## src/sv/rtss_pkg.sv

```systemverilog
// Shared constants, codes and record type for the record table unit.
package rtss_pkg;

	localparam int ENTRIES      = 32;
	localparam int NAME_CHARS   = 8;
	localparam int PREFIX_CHARS = 3;

	// address, count and signed search bound widths
	localparam int AW = $clog2(ENTRIES);
	localparam int CW = $clog2(ENTRIES + 1);
	localparam int SW = CW + 2;

	// request codes
	localparam logic [2:0] REQ_INSERT = 3'd0;
	localparam logic [2:0] REQ_DELETE = 3'd1;
	localparam logic [2:0] REQ_FIND_ID = 3'd2;
	localparam logic [2:0] REQ_FIND_NAME = 3'd3;
	localparam logic [2:0] REQ_LIST = 3'd4;

	// status codes
	localparam logic [1:0] ST_OK = 2'd0;
	localparam logic [1:0] ST_NOT_FOUND = 2'd1;
	localparam logic [1:0] ST_FULL = 2'd2;
	localparam logic [1:0] ST_EMPTY = 2'd3;

	typedef struct packed {
		logic [63:0] name;
		logic [31:0] id;
		logic [15:0] qty;
	} rec_t;

	localparam int REC_W = $bits(rec_t);

	// mask keeping the top n characters of an eight-character key
	function automatic logic [63:0] top_mask(input int n);
		logic [63:0] m;
		if (n >= 8) begin
			m = '1;
		end else if (n <= 0) begin
			m = '0;
		end else begin
			m = ~64'd0 << (8 * (8 - n));
		end
		return m;
	endfunction

	localparam logic [63:0] NAME_MASK = top_mask(NAME_CHARS);
	localparam logic [63:0] PREFIX_MASK = top_mask(PREFIX_CHARS);

endpackage

```

## src/sv/rtss_ram.sv

```systemverilog
// Generic single-write, single-read RAM with registered read data.
module rtss_ram #(
	parameter int WIDTH = 8,
	parameter int DEPTH = 32
) (
	input  logic                     clk,
	input  logic                     we,
	input  logic [$clog2(DEPTH)-1:0] waddr,
	input  logic [WIDTH-1:0]         wdata,
	input  logic                     re,
	input  logic [$clog2(DEPTH)-1:0] raddr,
	output logic [WIDTH-1:0]         rdata
);

	logic [WIDTH-1:0] mem [DEPTH];

	// write port and held read port
	always_ff @(posedge clk) begin
		if (we) begin
			mem[waddr] <= wdata;
		end
		if (re) begin
			rdata <= mem[raddr];
		end
	end

endmodule

```

## src/sv/record_table_sort_search_unit.sv

```systemverilog
// Record table: append, delete/find by id, prefix binary search and sorted listing.
// Id search reads and checks one record at a time, and a delete then moves each later
// record down by one. Find by name and list first rank every record through one name
// comparator, then probe the ranked order by binary search or list it beat by beat.
// One record RAM port pair serves every step; one request at a time.
// Reset (arst_n low) empties the table at once; no clearing pass.
module record_table_sort_search_unit (
	input  logic        clk,
	input  logic        arst_n,
	input  logic        in_valid,
	output logic        in_ready,
	input  logic [2:0]  req_type,
	input  logic [31:0] entry_id,
	input  logic [63:0] name_key,
	input  logic [15:0] quantity,
	output logic        out_valid,
	input  logic        out_ready,
	output logic [1:0]  status,
	output logic [5:0]  position,
	output logic [31:0] out_id,
	output logic [63:0] out_name,
	output logic [15:0] out_quantity,
	output logic        last_flag
);

	import rtss_pkg::*;

	localparam logic [3:0] S_IDLE    = 4'd0;
	localparam logic [3:0] S_EMIT    = 4'd1;
	localparam logic [3:0] S_ID_RD   = 4'd2;
	localparam logic [3:0] S_ID_CHK  = 4'd3;
	localparam logic [3:0] S_SH_RD   = 4'd4;
	localparam logic [3:0] S_SH_WR   = 4'd5;
	localparam logic [3:0] S_RK_IRD  = 4'd6;
	localparam logic [3:0] S_RK_ICAP = 4'd7;
	localparam logic [3:0] S_RK_JRD  = 4'd8;
	localparam logic [3:0] S_RK_JCHK = 4'd9;
	localparam logic [3:0] S_BS_RD   = 4'd10;
	localparam logic [3:0] S_BS_CHK  = 4'd11;
	localparam logic [3:0] S_LS_RD   = 4'd12;
	localparam logic [3:0] S_LS_EMIT = 4'd13;

	logic [3:0]        state_q;
	logic [2:0]        req_q;
	logic [31:0]       id_q;
	logic [63:0]       key_q;
	logic [CW-1:0]     cnt_q, i_q, j_q, rank_q;
	logic [63:0]       name_i_q;
	logic signed [SW-1:0] lo_q, hi_q;
	logic [AW-1:0]     order_q [ENTRIES];

	// pending single result
	logic [1:0]        pst_q;
	logic [CW-1:0]     ppos_q;
	rec_t              prec_q;

	logic              out_valid_q, last_q;
	logic [1:0]        status_q;
	logic [5:0]        pos_q;
	rec_t              orec_q;

	logic              ram_we, ram_re;
	logic [AW-1:0]     ram_waddr, ram_raddr;
	rec_t              ram_wdata, rd;

	logic              out_free;
	logic              emit_go;
	logic [63:0]       cmp_a, cmp_b;
	logic              cmp_lt, cmp_eq;
	logic signed [SW-1:0] mid, lo_nx, hi_nx;
	logic [CW-1:0]     rank_nx;
	logic [CW:0]       j_inc, i_inc, j_inc2;

	rtss_ram #(.WIDTH(REC_W), .DEPTH(ENTRIES)) u_rec_ram (
		.clk   (clk),
		.we    (ram_we),
		.waddr (ram_waddr),
		.wdata (ram_wdata),
		.re    (ram_re),
		.raddr (ram_raddr),
		.rdata (rd)
	);

	assign in_ready  = (state_q == S_IDLE);
	assign out_free  = !out_valid_q || out_ready;
	assign out_valid = out_valid_q;
	assign status    = status_q;
	assign position  = pos_q;
	assign out_id    = orec_q.id;
	assign out_name  = orec_q.name;
	assign out_quantity = orec_q.qty;
	assign last_flag = last_q;

	assign j_inc  = {1'b0, j_q} + 1'b1;
	assign j_inc2 = {1'b0, j_q} + 2'd2;
	assign i_inc  = {1'b0, i_q} + 1'b1;

	// shared key comparator: full key for ranking, prefix for the search
	always_comb begin
		if (state_q == S_RK_JCHK) begin
			cmp_a = rd.name;
			cmp_b = name_i_q;
		end else begin
			cmp_a = key_q & PREFIX_MASK;
			cmp_b = rd.name & PREFIX_MASK;
		end
		cmp_lt = cmp_a < cmp_b;
		cmp_eq = cmp_a == cmp_b;
	end

	assign rank_nx = rank_q + CW'(cmp_lt || (cmp_eq && (j_q < i_q)));

	// binary search bounds
	assign mid   = (lo_q + hi_q) >>> 1;
	assign lo_nx = cmp_lt ? lo_q : mid + SW'(1);
	assign hi_nx = cmp_lt ? mid - SW'(1) : hi_q;

	// a result beat is loaded this cycle
	always_comb begin
		unique case (state_q)
			S_EMIT, S_LS_EMIT: emit_go = out_free;
			S_ID_CHK: emit_go = out_free && (rd.id == id_q);
			S_BS_CHK: emit_go = out_free && cmp_eq;
			default: emit_go = 1'b0;
		endcase
	end

	// output valid: set on a loaded beat, cleared once taken
	always_ff @(posedge clk or negedge arst_n) begin
		if (!arst_n) begin
			out_valid_q <= 1'b0;
		end else if (emit_go) begin
			out_valid_q <= 1'b1;
		end else if (out_ready) begin
			out_valid_q <= 1'b0;
		end
	end

	// record RAM port steering
	always_comb begin
		ram_we    = 1'b0;
		ram_waddr = cnt_q[AW-1:0];
		ram_wdata = '{name: name_key & NAME_MASK, id: entry_id, qty: quantity};
		ram_re    = 1'b0;
		ram_raddr = j_q[AW-1:0];
		unique case (state_q)
			S_IDLE: begin
				ram_we = in_valid && (req_type == REQ_INSERT) && (cnt_q != CW'(ENTRIES));
			end
			S_ID_RD, S_RK_JRD: begin
				ram_re = 1'b1;
			end
			S_SH_RD: begin
				ram_re    = 1'b1;
				ram_raddr = j_inc[AW-1:0];
			end
			S_SH_WR: begin
				ram_we    = 1'b1;
				ram_waddr = j_q[AW-1:0];
				ram_wdata = rd;
			end
			S_RK_IRD: begin
				ram_re    = 1'b1;
				ram_raddr = i_q[AW-1:0];
			end
			S_BS_RD: begin
				ram_re    = 1'b1;
				ram_raddr = order_q[mid[AW-1:0]];
			end
			S_LS_RD: begin
				ram_re    = 1'b1;
				ram_raddr = order_q[i_q[AW-1:0]];
			end
			default: begin
			end
		endcase
	end

	// rank table
	always_ff @(posedge clk) begin
		if (state_q == S_RK_JCHK && j_inc == {1'b0, cnt_q}) begin
			order_q[rank_nx[AW-1:0]] <= i_q[AW-1:0];
		end
	end

	// sequencer
	always_ff @(posedge clk or negedge arst_n) begin
		if (!arst_n) begin
			state_q     <= S_IDLE;
			cnt_q       <= '0;
		end else begin
			unique case (state_q)
				S_IDLE: begin
					if (in_valid) begin
						req_q <= req_type;
						id_q  <= entry_id;
						key_q <= name_key & NAME_MASK;
						i_q   <= '0;
						j_q   <= '0;
						unique case (req_type)
							REQ_INSERT: begin
								ppos_q  <= cnt_q;
								state_q <= S_EMIT;
								if (cnt_q == CW'(ENTRIES)) begin
									pst_q  <= ST_FULL;
									prec_q <= '0;
								end else begin
									pst_q  <= ST_OK;
									prec_q <= ram_wdata;
									cnt_q  <= cnt_q + 1'b1;
								end
							end
							REQ_DELETE, REQ_FIND_ID: begin
								pst_q   <= ST_NOT_FOUND;
								ppos_q  <= '0;
								prec_q  <= '0;
								state_q <= (cnt_q == '0) ? S_EMIT : S_ID_RD;
							end
							REQ_FIND_NAME: begin
								pst_q   <= ST_NOT_FOUND;
								ppos_q  <= '0;
								prec_q  <= '0;
								state_q <= (cnt_q == '0) ? S_EMIT : S_RK_IRD;
							end
							REQ_LIST: begin
								pst_q   <= ST_EMPTY;
								ppos_q  <= '0;
								prec_q  <= '0;
								state_q <= (cnt_q == '0) ? S_EMIT : S_RK_IRD;
							end
							default: begin
							end
						endcase
					end
				end
				S_EMIT: begin
					if (out_free) begin
						status_q    <= pst_q;
						pos_q       <= 6'(ppos_q);
						orec_q      <= prec_q;
						last_q      <= 1'b1;
						state_q     <= S_IDLE;
					end
				end
				S_ID_RD: state_q <= S_ID_CHK;
				S_ID_CHK: begin
					if (rd.id == id_q) begin
						if (out_free) begin
							status_q    <= ST_OK;
							pos_q       <= 6'(j_q);
							orec_q      <= rd;
							last_q      <= 1'b1;
							if (req_q == REQ_DELETE) begin
								if (j_inc < {1'b0, cnt_q}) begin
									state_q <= S_SH_RD;
								end else begin
									cnt_q   <= cnt_q - 1'b1;
									state_q <= S_IDLE;
								end
							end else begin
								state_q <= S_IDLE;
							end
						end
					end else if (j_inc == {1'b0, cnt_q}) begin
						state_q <= S_EMIT;
					end else begin
						j_q     <= j_inc[CW-1:0];
						state_q <= S_ID_RD;
					end
				end
				S_SH_RD: state_q <= S_SH_WR;
				S_SH_WR: begin
					j_q <= j_inc[CW-1:0];
					if (j_inc2 == {1'b0, cnt_q}) begin
						cnt_q   <= cnt_q - 1'b1;
						state_q <= S_IDLE;
					end else begin
						state_q <= S_SH_RD;
					end
				end
				S_RK_IRD: state_q <= S_RK_ICAP;
				S_RK_ICAP: begin
					name_i_q <= rd.name;
					j_q      <= '0;
					rank_q   <= '0;
					state_q  <= S_RK_JRD;
				end
				S_RK_JRD: state_q <= S_RK_JCHK;
				S_RK_JCHK: begin
					rank_q <= rank_nx;
					if (j_inc == {1'b0, cnt_q}) begin
						if (i_inc == {1'b0, cnt_q}) begin
							i_q  <= '0;
							lo_q <= '0;
							hi_q <= SW'(cnt_q) - SW'(1);
							state_q <= (req_q == REQ_FIND_NAME) ? S_BS_RD : S_LS_RD;
						end else begin
							i_q     <= i_inc[CW-1:0];
							state_q <= S_RK_IRD;
						end
					end else begin
						j_q     <= j_inc[CW-1:0];
						state_q <= S_RK_JRD;
					end
				end
				S_BS_RD: state_q <= S_BS_CHK;
				S_BS_CHK: begin
					if (cmp_eq) begin
						if (out_free) begin
							status_q    <= ST_OK;
							pos_q       <= 6'(mid);
							orec_q      <= rd;
							last_q      <= 1'b1;
							state_q     <= S_IDLE;
						end
					end else begin
						lo_q <= lo_nx;
						hi_q <= hi_nx;
						state_q <= (lo_nx > hi_nx) ? S_EMIT : S_BS_RD;
					end
				end
				S_LS_RD: state_q <= S_LS_EMIT;
				S_LS_EMIT: begin
					if (out_free) begin
						status_q    <= ST_OK;
						pos_q       <= 6'(i_q);
						orec_q      <= rd;
						last_q      <= (i_inc == {1'b0, cnt_q});
						if (i_inc == {1'b0, cnt_q}) begin
							state_q <= S_IDLE;
						end else begin
							i_q     <= i_inc[CW-1:0];
							state_q <= S_LS_RD;
						end
					end
				end
				default: state_q <= S_IDLE;
			endcase
		end
	end

	// table never overfills
	a_cnt_bound: assert property (@(posedge clk) disable iff (!arst_n)
		cnt_q <= CW'(ENTRIES))
		else $error("entry count beyond table size");

	// an accepted insert into a non-full table grows it by one
	a_ins_grow: assert property (@(posedge clk) disable iff (!arst_n)
		(in_valid && in_ready && req_type == REQ_INSERT && cnt_q != CW'(ENTRIES))
		|=> (cnt_q == $past(cnt_q) + 1'b1))
		else $error("insert did not grow the table");

	// count holds while records are moved down
	a_shift_stable: assert property (@(posedge clk) disable iff (!arst_n)
		(state_q == S_SH_RD) |=> (cnt_q == $past(cnt_q)))
		else $error("entry count changed mid-shift");

endmodule
```

## config.mk

```make
export PLATFORM = sky130hd
export DESIGN_NAME = record_table_sort_search_unit
export DESIGN_NICKNAME = d
export VERILOG_FILES = /design/src/sv/rtss_pkg.sv /design/src/sv/rtss_ram.sv /design/src/sv/record_table_sort_search_unit.sv
export SDC_FILE = /design/constraint.sdc
export NUM_CORES = 2
export LEC_CHECK = 0
export ABC_AREA = 0
export BUFFER_PORTS_ARGS = -buffer_cell sky130_fd_sc_hd__buf_2
export CAP_MARGIN = 10
export CORE_MARGIN = 10
export CORE_UTILIZATION = 33
export CTS_BUF_LIST = sky130_fd_sc_hd__clkbuf_8
export DETAILED_ROUTE_END_ITERATION = 8
export PLACE_DENSITY = 0.52
export SKIP_CTS_REPAIR_TIMING = 1
export SYNTH_ARGS = -nofsm -noshare
export SYNTH_HDL_FRONTEND = slang
export SYNTH_SLANG_ARGS = --single-unit
```

## constraint.sdc

```tcl
create_clock -name clk -period 8.2 [get_ports clk]
set_input_delay 1.23 -clock clk [delete_from_list [all_inputs] [get_ports clk]]
set_output_delay 1.23 -clock clk [all_outputs]
set_load 0.02 [all_outputs]
```

==> out/results.tsv <==
stage	metric	value	unit
setup_path	critical path arrival	8150	ps
timing	Max-slew headroom	8.33	%
detailed_routing	vias	108000	
synthesis	Synth Flop Type	edfxtp_1	
timing	RSZ-0062 raised after global routing	no	
timing	Final Slew Violations	0	
clocking	H-tree depth	6	
die	Die ar.	553000	um^2
detailed_routing	routed len/inst	27.4	um
die	Die Wd	743	um
setup_path	R2R Path End	state_q[3]	
pwr	Leak	67.2	nW
pwr	pwr/cell area	211	nW/um^2
global_route	largest net degree at the start of global routing	142	
detailed_routing	DRC Markers	0	
synthesis	Mapped Area	173000	um^2
min_path	WHS Path Cells	1	
placed_design	dpl ws	1370	ps
clocking	CTS tree	built	
global_route	initial antenna violation count	38	
clocking	clk_lat worst skew	1280	ps
detailed_routing	drt via density	5.37	
synthesis	Synth Area per Inst	14.2	um^2
synthesis	sequential area share after synthesis	74.2	%
clocking	Clock Sinks	4269	
global_route	vias in the first global route	104000	
detailed_routing	drt total wl	553000	um
setup_path	Worst R2R Path Depth	26	
synthesis	largest family of logic cells by synthesized area	simple AND/OR/NAND/NOR gates	
synthesis	Post-synth EDFFs	4253	
placed_design	placed wire-length estimate	291000	um
final_layout	Layout fillers	49500	
timing	setup ws final	1230	ps
die	Starting Density	33.1	%
die	I/O pins	242	
setup_path	CP Class	reg2reg	
final_layout	fin nets	12900	
timing	period utilization	85.0	%
final_layout	Non-Filler Instances	20200	
detailed_routing	Antenna Violating Nets Remaining	0	
final_layout	Core Util, Final	37.7	%
die	cell row count	265	
setup_path	Crit path required time	9380	ps
die	die height	743	um
final_layout	most common cell after layout, fill and taps aside	edfxtp_1	
clocking	clk root buf	clkbuf_8	
status	outcome	complete, no violations	
synthesis	number of distinct library cells after synthesis	85	
timing	Worst Tran Pin Value	1380	ps
final_layout	commonest cells after routing, fill and taps aside	edfxtp_1, nand2_1, a21oi_1	
timing	TNS Setup	0	ps
setup_path	reg-to-reg setup timing slack	1230	ps
clocking	TritonCTS Buffers	694	
placed_design	PortBufs	241	
min_path	hold-critical path endpoint	id_q[22]	
detailed_routing	DRT Pass-1 Iters	6	
setup_path	crit end category	flip-flop	
min_path	hold path startpoint	entry_id[22]	
timing	fmax	143	MHz
synthesis	register bit total from synthesis	4269	
final_layout	area grow syn2layout	13.8	%
global_route	overall routing resource usage	19.2	%
synthesis	syn_nets	12400	
timing	final hold viol count	0	
clocking	clock slew at reported path FFs	70	ps
synthesis	Synth Instances	12200	
detailed_routing	Initial DRC Count	12300	
run	max-cap viol count	0	
timing	endpoints failing setup	0	
placed_design	routability cong.	0.830	
setup_path	startpoint types	flip-flop	
synthesis	Post-Synth Simple-Gate Area	10.1	%
synthesis	Post-Synth XOR/XNOR Area	0.415	%
timing	minimum clock period	6970	ps
synthesis	number of synthesis warnings	0	
setup_path	CP max FO	32	
clocking	CTS max path bufs	4	
global_route	first-pass GRT wire length	781000	um
timing	skew final	115	ps
min_path	hold crit path type	in2reg	
final_layout	fraction of layout cells with a size suffix above 1	12.7	%
setup_path	R2R Path Start	state_q[2]	
synthesis	post-synthesis compound-gate area fraction	8.18	%
pwr	Pwr Total	41.4	mW
synthesis	asr flop ratio synth	0.258	%
global_route	Remaining Overflow, GRT	0	
synthesis	Post-Synth Adder-Cell Area	0.775	%
pwr	Peak VDD IR	0.000166	V
synthesis	post-synthesis mux area share	4.00	%
die	core area	521000	um^2
placed_design	placed cells	18900	
## worst max-delay path: stages, from the launching register on
cell,delay [ps]
dfrtp_1,370
buf_4,230
nand2b_1,300
nor2_4,570
buf_4,310
nand2_1,70
ha_1,290
nand4_1,80
or2_2,350
or4_1,680
a21oi_1,440
o21bai_1,260
o211ai_1,140
buf_4,310
mux2_2,390
ha_1,290
nor2b_1,130
o21a_1,160
o21a_1,170
o21a_1,160
o21a_1,150
o21ai_0,160
a21oi_1,100
a21oi_1,270
a22o_1,220
a211oi_1,60
o21ai_0,180
## logic make-up after synthesis
| family | after synthesis |
|---|---|
| AND/OR/NAND/NOR | 4196 |
| multiplexers | 593 |
| adder cells (fa/ha/maj) | 106 |
| flip-flops | 4269 |
| buffers and inverters | 874 |
| AO/OA/AOI/OAI | 2047 |
| XOR/XNOR | 81 |
## stage by stage
step / hold slack (ps) / cell area [um^2]
after floorplan: 464 / 173000
after detailed placement: 502 / 184000
after global placement: 497 / 184000
final: 157 / 196000
after CTS: -225 / 196000
after global routing: 76.6 / 196000
## worst max path at each step
stage / start / slack, ps / to / cells past startpoint
2_1_floorplan: state_q[1] / 290 / u_rec_ram.mem[0][0] / 8
3_3_place_gp: state_q[2] / 1510 / state_q[3] / 26
3_5_place_dp: state_q[2] / 1370 / state_q[3] / 26
4_1_cts: state_q[2] / 1340 / state_q[3] / 26
5_1_grt: state_q[2] / 980 / state_q[3] / 26
6_report: state_q[2] / 1230 / state_q[3] / 26
## Yosys cell counts (all sizes together) (16+ instances only)
master / n / area, um^2
nor2: 166 / 633
edfxtp: 4253 / 128000
o21ai: 53 / 265
a21oi: 950 / 4760
nand2: 3117 / 11700
inv: 27 / 101
o21a: 16 / 120
nand3: 486 / 2430
buf: 343 / 1960
mux2i: 498 / 4980
ha: 103 / 1290
mux2: 19 / 214
a221oi: 450 / 3940
nor3: 32 / 165
a311oi: 446 / 3970
and2: 17 / 106
nor4: 119 / 813
and3: 53 / 332
nand4: 31 / 200
xnor2: 65 / 569
xor2: 16 / 148
a21o: 34 / 255
mux4: 76 / 1710
nor2b: 132 / 826
clkbuf: 502 / 1890
## cell type report
type	count	area, um^2	share of cell area, %
Tap cell	6942	8690	4.42
Inverter	29	109	0.0554
Timing Repair Buffer	669	6180	3.15
Clock inverter	498	2460	1.25
Sequential cell	4269	128000	65.2
Antenna cell	18	45.0	0.0229
Clock buffer	715	9840	5.01
Multi-Input combinational cell	7023	41100	20.9
## flip-flops by register name (all words and copies together) (netlist names), 3 cells and up, named ones only
name	cells
u_rec_ram.mem	3584
order_q	160
prec_q	112
u_rec_ram.rdata	112
name_i_q	64
out_name	64
id_q	32
out_id	32
key_q	24
out_quantity	16
hi_q	8
lo_q	8
cnt_q	6
i_q	6
j_q	6
position	6
ppos_q	6
rank_q	5
state_q	4
req_q	3
## where the power goes
part,switching (mW),total [mW],leakage (nW),internal (mW)
Combinational,0.364,0.424,22.0,0.0596
Clock,8.57,17.0,7.10,8.43
Sequential,0.000932,24.0,38.1,24.0
Total,8.93,41.4,67.2,32.5
## layer usage
metal  vias up  wire (um)  global-route usage, %
li1      47400          -                      -
met1     55600     238000                   26.6
met2      4298     261000                   31.1
met3       855      38600                   3.04
met4        26      14900                   5.35
met5         -        173                      0
(Power assumes the default switching activity.)
